`config.mk`:
```
export PLATFORM = sky130hd
export DESIGN_NAME = form_field_percent_decoder
export DESIGN_NICKNAME = d
export VERILOG_FILES = /design/src/rtl/ffpd_pkg.sv /design/src/rtl/form_field_percent_decoder.sv
export SDC_FILE = /design/constraint.sdc
export NUM_CORES = 1
export LEC_CHECK = 0
export ABC_CLOCK_PERIOD_IN_PS = 9100
export BUFFER_PORTS_ARGS = -buffer_cell sky130_fd_sc_hd__buf_2
export CAP_MARGIN = 20
export CORE_MARGIN = 1.5
export CORE_UTILIZATION = 49
export CTS_CLUSTER_DIAMETER = 120
export CTS_CLUSTER_SIZE = 40
export DETAILED_ROUTE_END_ITERATION = 16
export PLACE_DENSITY_LB_ADDON = 0.12
export SLEW_MARGIN = 5
export SYNTH_ARGS = -nofsm -noshare
export SYNTH_HDL_FRONTEND = slang
export SYNTH_SLANG_ARGS = --single-unit
```
`constraint.sdc`:
```
create_clock -name i_clk -period 9.1 [get_ports i_clk]
set_clock_uncertainty 0.2 [all_clocks]
set_input_delay 0 -clock i_clk [delete_from_list [all_inputs] [get_ports i_clk]]
set_output_delay 0 -clock i_clk [all_outputs]
set_load 0.005 [all_outputs]
```
`src/rtl/ffpd_pkg.sv`:
```
// ffpd_pkg: payload types and character constants for the form field percent decoder.
// Standalone package; used by form_field_percent_decoder.
package ffpd_pkg;

    typedef struct packed {
        logic [7:0] src_byte;
        logic       field_start;
    } t_in_item;

    typedef struct packed {
        logic        char_valid;
        logic [7:0]  out_char;
        logic        field_end;
        logic        found_text;
        logic [13:0] consumed;
        logic        terminated;
    } t_out_item;

    localparam logic [7:0]  CH_PERCENT = 8'h25;
    localparam logic [7:0]  CH_PLUS    = 8'h2B;
    localparam logic [7:0]  CH_SPACE   = 8'h20;
    localparam logic [7:0]  CH_DOT     = 8'h2E;
    localparam logic [7:0]  CH_UNDER   = 8'h5F;
    localparam logic [7:0]  CH_DASH    = 8'h2D;
    localparam logic [7:0]  CH_STAR    = 8'h2A;
    localparam logic [7:0]  CH_NUL     = 8'h00;

    localparam logic [13:0] USED_MAX        = 14'h3FFF;
    localparam logic [11:0] MAX_CHARS_RESET = 12'd64;

endpackage

```
`src/rtl/form_field_percent_decoder.sv`:
```
// form_field_percent_decoder: top level, byte-wide form field decoder with percent escapes.
// Depends on ffpd_pkg for payload types and character constants.
// A result appears in the output register the cycle after its input transfer.
// Throughput: one input byte per cycle; the field state and the result register both
//   update on the same edge, so the only stall is a full result register held by the sink.
// Reset (synchronous, active low): decoder idle, counters cleared, max_chars back to 64,
//   result register empty.
module form_field_percent_decoder (
    input  logic                 i_clk,
    input  logic                 i_rst_n,
    // configuration: max_chars
    input  logic                 i_cfg_wen,
    input  logic [11:0]          i_cfg_wdata,
    // input channel
    input  logic                 i_in_valid,
    output logic                 o_in_ready,
    input  ffpd_pkg::t_in_item   i_in_data,
    // result channel
    output logic                 o_out_valid,
    input  logic                 i_out_ready,
    output ffpd_pkg::t_out_item  o_out_data
);

    // Field phase codes; unused codes behave as idle.
    localparam logic [2:0] PH_IDLE = 3'd0;
    localparam logic [2:0] PH_RUN  = 3'd1;
    localparam logic [2:0] PH_ESC1 = 3'd2;
    localparam logic [2:0] PH_ESC2 = 3'd3;
    localparam logic [2:0] PH_DONE = 3'd4;

    logic [11:0]         r_max_chars;
    logic [2:0]          r_phase,  n_phase;
    logic [3:0]          r_esc_hi, n_esc_hi;
    logic [11:0]         r_room,   n_room;
    logic [13:0]         r_used,   n_used;

    logic                r_out_valid;
    ffpd_pkg::t_out_item r_out_data;

    logic                n_have_res;
    ffpd_pkg::t_out_item n_res;
    logic                in_xfer;

    // Hex digit value, 16 flags a non-hex byte.
    function automatic logic [4:0] hex_value(input logic [7:0] b);
        logic [4:0] v;
        begin
            v = 5'd16;
            if (b >= 8'h30 && b <= 8'h39) begin
                v = 5'(b - 8'h30);
            end else if (b >= 8'h41 && b <= 8'h46) begin
                v = 5'(b - 8'h37);
            end else if (b >= 8'h61 && b <= 8'h66) begin
                v = 5'(b - 8'h57);
            end
            return v;
        end
    endfunction

    // Escapes allowed: 2x, 3A-3F, 40, 5B-5F, 60, 7B-7E.
    function automatic logic escape_ok(input logic [3:0] hi, input logic [4:0] lo);
        logic ok;
        begin
            ok = 1'b0;
            if (!lo[4]) begin
                case (hi)
                    4'd2:    ok = 1'b1;
                    4'd3:    ok = (lo >= 5'd10);
                    4'd4:    ok = (lo == 5'd0);
                    4'd5:    ok = (lo >= 5'd11);
                    4'd6:    ok = (lo == 5'd0);
                    4'd7:    ok = (lo >= 5'd11) && (lo <= 5'd14);
                    default: ok = 1'b0;
                endcase
            end
            return ok;
        end
    endfunction

    // Accept whenever the result register is free or being drained this cycle.
    assign o_in_ready  = !r_out_valid || i_out_ready;
    assign in_xfer     = i_in_valid && o_in_ready;
    assign o_out_valid = r_out_valid;
    assign o_out_data  = r_out_data;

    // Single-pass decode of one byte against the field state.
    always_comb begin
        logic [7:0]  b;
        logic [2:0]  cur_phase;
        logic [11:0] cur_room;
        logic [13:0] cur_used;
        logic        do_emit;
        logic        do_stop;
        logic [7:0]  emit_c;
        logic [1:0]  emit_n;
        logic [14:0] sum;
        logic [11:0] room_dec;
        logic [4:0]  lo;

        b         = i_in_data.src_byte;
        cur_phase = r_phase;
        cur_room  = r_room;
        cur_used  = r_used;
        do_emit   = 1'b0;
        do_stop   = 1'b0;
        emit_c    = ffpd_pkg::CH_NUL;
        emit_n    = 2'd1;
        sum       = '0;
        room_dec  = '0;
        lo        = hex_value(b);

        n_phase    = r_phase;
        n_esc_hi   = r_esc_hi;
        n_room     = r_room;
        n_used     = r_used;
        n_have_res = 1'b0;
        n_res      = '0;

        if (i_in_data.field_start) begin
            // Restart: drop whatever field was open.
            cur_room  = r_max_chars;
            cur_used  = '0;
            cur_phase = PH_RUN;
            n_room    = r_max_chars;
            n_used    = '0;
            n_esc_hi  = '0;
            n_phase   = PH_RUN;
        end

        if (i_in_data.field_start && b == ffpd_pkg::CH_NUL) begin
            // Empty field: end at once, no text.
            n_have_res       = 1'b1;
            n_res.field_end  = 1'b1;
            n_phase          = PH_DONE;
        end else if (i_in_data.field_start && r_max_chars == '0) begin
            // No capacity: end with text seen, byte not counted.
            n_have_res       = 1'b1;
            n_res.field_end  = 1'b1;
            n_res.found_text = 1'b1;
            n_phase          = PH_DONE;
        end else begin
            case (cur_phase)
                PH_RUN: begin
                    if ((b >= 8'h30 && b <= 8'h39) || (b >= 8'h41 && b <= 8'h5A) ||
                        (b >= 8'h61 && b <= 8'h7A) || b == ffpd_pkg::CH_DOT ||
                        b == ffpd_pkg::CH_UNDER || b == ffpd_pkg::CH_DASH ||
                        b == ffpd_pkg::CH_STAR) begin
                        do_emit = 1'b1;
                        emit_c  = b;
                    end else if (b == ffpd_pkg::CH_PLUS) begin
                        do_emit = 1'b1;
                        emit_c  = ffpd_pkg::CH_SPACE;
                    end else if (b == ffpd_pkg::CH_PERCENT) begin
                        n_phase = PH_ESC1;
                    end else begin
                        do_stop = 1'b1;
                    end
                end
                PH_ESC1: begin
                    if (b >= 8'h32 && b <= 8'h37) begin
                        n_esc_hi = b[3:0];
                        n_phase  = PH_ESC2;
                    end else begin
                        do_stop = 1'b1;
                    end
                end
                PH_ESC2: begin
                    if (escape_ok(r_esc_hi, lo)) begin
                        do_emit = 1'b1;
                        emit_c  = {r_esc_hi, lo[3:0]};
                        emit_n  = 2'd3;
                    end else begin
                        do_stop = 1'b1;
                    end
                end
                default: begin
                    // idle or done: ignore stray bytes
                end
            endcase

            if (do_emit) begin
                sum      = {1'b0, cur_used} + {13'd0, emit_n};
                n_used   = sum[14] ? ffpd_pkg::USED_MAX : sum[13:0];
                room_dec = (cur_room != '0) ? cur_room - 12'd1 : cur_room;
                n_room   = room_dec;
                n_phase  = PH_RUN;
                n_have_res       = 1'b1;
                n_res.char_valid = 1'b1;
                n_res.out_char   = emit_c;
                if (room_dec == '0) begin
                    // Capacity reached on this character: close the field, no room left.
                    n_res.field_end  = 1'b1;
                    n_res.found_text = 1'b1;
                    n_res.consumed   = n_used;
                    n_phase          = PH_DONE;
                end
            end else if (do_stop) begin
                // Stopping byte and any partial escape are not counted.
                n_have_res       = 1'b1;
                n_res.field_end  = 1'b1;
                n_res.found_text = 1'b1;
                n_res.consumed   = cur_used;
                n_res.terminated = (cur_room != '0);
                n_phase          = PH_DONE;
            end
        end
    end

    // Configuration register.
    always_ff @(posedge i_clk) begin
        if (!i_rst_n) begin
            r_max_chars <= ffpd_pkg::MAX_CHARS_RESET;
        end else if (i_cfg_wen) begin
            r_max_chars <= i_cfg_wdata;
        end
    end

    // Field state: advance on every input transfer.
    always_ff @(posedge i_clk) begin
        if (!i_rst_n) begin
            r_phase  <= PH_IDLE;
            r_esc_hi <= '0;
            r_room   <= '0;
            r_used   <= '0;
        end else if (in_xfer) begin
            r_phase  <= n_phase;
            r_esc_hi <= n_esc_hi;
            r_room   <= n_room;
            r_used   <= n_used;
        end
    end

    // Result register: load on a transfer that yields a result, drop when taken.
    always_ff @(posedge i_clk) begin
        if (!i_rst_n) begin
            r_out_valid <= 1'b0;
        end else if (in_xfer && n_have_res) begin
            r_out_valid <= 1'b1;
        end else if (i_out_ready) begin
            r_out_valid <= 1'b0;
        end
    end

    always_ff @(posedge i_clk) begin
        if (in_xfer && n_have_res) begin
            r_out_data <= n_res;
        end
    end

    // An open field always has room for at least one more character.
    a_room_while_open: assert property (@(posedge i_clk) disable iff (!i_rst_n)
        (r_phase == PH_RUN || r_phase == PH_ESC1 || r_phase == PH_ESC2) |-> (r_room != '0))
        else $error("open field with no room left");

    // A result that does not close the field must carry a character and no summary.
    a_mid_result: assert property (@(posedge i_clk) disable iff (!i_rst_n)
        (r_out_valid && !r_out_data.field_end) |->
            (r_out_data.char_valid && !r_out_data.found_text &&
             !r_out_data.terminated && r_out_data.consumed == '0))
        else $error("mid-field result malformed");

    // A field that starts on the terminator closes at once as empty.
    a_empty_field: assert property (@(posedge i_clk) disable iff (!i_rst_n)
        (in_xfer && i_in_data.field_start && i_in_data.src_byte == ffpd_pkg::CH_NUL) |=>
            (r_out_valid && r_out_data.field_end && !r_out_data.found_text &&
             !r_out_data.char_valid && r_phase == PH_DONE))
        else $error("empty field not reported");

endmodule
```
==> impl_results.md <==
* Total grt overflow at 0
* Layout Cell Area excl Fill at ~5700 µm²
* Post-detailed-route via-to-cell ratio at 6.27
* Number of global-route vias before repair at roughly 4.5k
* Final Hold Violating Endpoints at 0
* Placeable Area at 9770 µm²
* Slew headroom at 0.368
* Number of instances on the worst hold path at 3
* CTS Buf Count at 9
* Post-synthesis instance area at slightly below 5000 µm²
* Clock tree from TritonCTS: yes
* Cell with the most instances after synthesis: nor2_1
* Path length in cells of the critical path at 17
* Highest fanout seen on the critical path at 13
* Number of max-capacitance violations reported at 0
* Number of buffers on the longest clock path at 2
* Slack of the worst reg-to-reg path at 4690 ps
* Antenna Violating Nets Remaining at 0
* CP arrival at 5450 ps
* Startpoint class of the critical path: primary input
* Aggregate routed wire length at 14200 µm
* First-pass iteration count of the detailed router at 6
* Post-route fraction of the period consumed by the critical path at 0.596
* Highest attainable clock frequency at 185 MHz
* Most area-hungry cell type in the Yosys netlist: dfxtp_1
* Total number of vias at 4888
* Leak at 2.17 nW
* Horizontal die dimension at 103 µm
* Row cnt at 36
* EDFF count, synth at 26
* Post-synth top cells: nor2_1 (50), dfxtp_1 (46), a21oi_1 (33), nand2_1 (33), clkbuf_1 (30)
* # nets final at between 600 and 700
* Number of instances in the synthesized netlist at 582
* Slowest CP cell: a2111oi_2
* Final-report max-slew violation count at 0
* Placed inst area at 5240 µm²
* Detail-routed net length per standard cell at approximately 18 µm
* Total power per unit cell area at 132 nW/µm²
* Clock slew seen by the registers of the worst setup and hold paths at 90 ps
* Multi-input gate area in the final layout at 3000 µm²
* Most used DFF post-synth: dfxtp_1
* Maximum VDD drop at 69.2 µV
* Result of the run: finished, final reports clean
* Initial DRC count at 514
* CTS-repair resized insts at 0
* Worst path required time at about 9100 ps
* Deepest level of the CTS H-tree at 3
* Half-perimeter wire length after detailed placement at 9430 µm
* Die footprint at 10700 µm²
* Number of buffers inserted by port buffering at 53
* Vertical extent of the die at around 100 µm
* DRC violation count after routing at 0
* Slew at the pin closest to its max-slew limit at 948 ps
* Number of buffer and inverter instances along the worst setup path at 4
* Part of the Yosys area used for sequential elements at 0.346
* Crit-path cells: dlygate4sd3_1, buf_2, inv_1, ha_1, and3b_1, a2111oi_2, o32ai_1, o41a_1, a2111oi_2, inv_1, fa_1, nand3b_1, nor3_1, and3_1, nand3_1, o21ai_0, a22o_1
* CTS Hold Buffers Added at 32
* Pin count of the biggest net entering global routing at 57
* Kind of cell adding the most delay to the critical path: compound AO/OA/AOI/OAI gates
* Number of cells on the worst reg-to-reg path at 13
* Source-to-sink clock delay at the later pin of the worst-skew pair at about 370 ps
* Placer's final routability congestion estimate at 0.895
* N_diodes at 0
* Overall global routing resource usage at 0.278
* Ys Warns at 0
* Sum of negative setup slack at 0 ps
* Category of the critical setup timing path: in -> reg
* Final core utilization at 0.586
* Count of filler cells inserted in the layout at ~880
* Register area at around 1700 µm²
* Initial standard-cell utilization of the core at 0.503
* Average cell area after synthesis at 8.46 µm²
* Yosys reg bits at 72
* Final Setup Violations at 0
* HP Class: in -> reg
* Largest cells by area after synthesis: dfxtp_1 (19%), edfxtp_1 (16%), mux2i_1 (4.9%), nor2_1 (3.8%), nor2b_1 (3.6%)
* Synth top area share at 0.187
* Time the worst path needs with I/O delays and setup at 5420 ps
* Largest incremental delay on the critical path at 530 ps
* First-pass GRT wire length at 22900 µm
* Clk sink count at slightly above 70
* Number of library cell types mapped by synthesis at 77
* Fraction of layout cells with a size suffix above 1 at 0.147
* Num ports at 54
* Post-CTS setup buffer count at 0
* Number of nets in the synthesized netlist at 615
* Critical Path Sink Type: flip-flop
* Number of antenna violations at the first check in global routing at 0
* Setup repair after global routing missed its margin: no
* Fraction of registers with async set/reset at 0
* Area added between synthesis and finish at 16.3%
* Cell chosen for the clock root: clkbuf_8
-- metrics by stage --
| step | hold WS, ps | power, mW | std cells | setup slack [ps] |
|---|---|---|---|---|
| finish | 72.3 | 0.754 | 780 | 3680 |
| global route | 111 | 0.782 | 780 | 3270 |
| CTS | 61.7 | 0.748 | 780 | 3740 |
| detailed placement | 21.8 | 0.505 | 732 | 3930 |
| global placement | 30.9 | 0.504 | 732 | 4110 |
| floorplan | -69.6 | 0.463 | 582 | 4530 |
-- metal layers --
layer  global-route usage  wire length [µm]
met5                    0                 0
met4               0.0988               284
met3               0.0517              1050
met2                0.447              6550
met1                0.375              6290
-- worst paths after layout --
check / from / endpoint
min: i_rst_n / r_room[0]
max reg2reg: r_esc_hi[2] / o_out_data[9]
max: i_in_data[1] / o_out_data[9]
min reg2reg: r_used[1] / r_used[1]
-- state kept, by name (all words and copies together), names as in the netlist --
name	flops
r_esc_hi	4
o_out_valid	1
r_max_chars	12
r_phase	3
r_room	12
r_used	14
o_out_data	26
-- where the power goes --
| part | internal [mW] | switching (mW) |
|---|---|---|
| Clock | 0.0990 | 0.140 |
| Sequential | 0.348 | 0.0106 |
| Combinational | 0.0630 | 0.0933 |
| Total | 0.510 | 0.244 |
-- area by class of cell --
type | instances | area share
sequential | 72 | 0.297
timing repair buffer | 91 | 0.110
clock inverter | 7 | 0.00809
tap | 133 | 0.0291
multi-input combinational | 453 | 0.524
clock buffer | 9 | 0.0216
inverter | 15 | 0.00983
-- worst reg2reg max path: stages (launching register included) --
cell and delay [ps]:
dfxtp_1 360, o21ai_0 280, nor3b_1 100, mux2i_1 150
mux2i_1 190, a2111oi_2 520, inv_1 130, fa_1 490
nand3b_1 290, nor3_1 400, and3_1 270, nand3_1 410
o21ai_0 310, a22o_1 200
-- cell usage in the layout (no fill, tap or decap), drive strengths merged, types with 9 or more instances in the layout --
| cell type | synthesis | final |
|---|---|---|
| buf | 12 | 59 |
| nor2 | 50 | 50 |
| dfxtp | 46 | 46 |
| nand2 | 33 | 33 |
| a21oi | 33 | 33 |
| dlygate4sd3 | 0 | 32 |
| nor2b | 28 | 28 |
| nand3 | 28 | 28 |
| o21ai | 28 | 28 |
| edfxtp | 26 | 26 |
| mux2i | 24 | 24 |
| nor3 | 21 | 21 |
| inv | 15 | 17 |
| a21o | 11 | 11 |
| and2 | 10 | 10 |
| and3 | 10 | 10 |
| o211ai | 10 | 10 |
| a22o | 10 | 10 |
| clkbuf | 30 | 9 |
-- kinds of logic after synthesis --
kind of cell,synth area share
other,0.000762
adders and majority gates,0.0193
AOI/OAI and AO/OA,0.263
xor gates and xnor gates,0.0125
DFF,0.346
and+or+nand+nor,0.254
buffers and inverters,0.0450
muxes,0.0603
No activity file was read; power rests on OpenSTA's default activity.
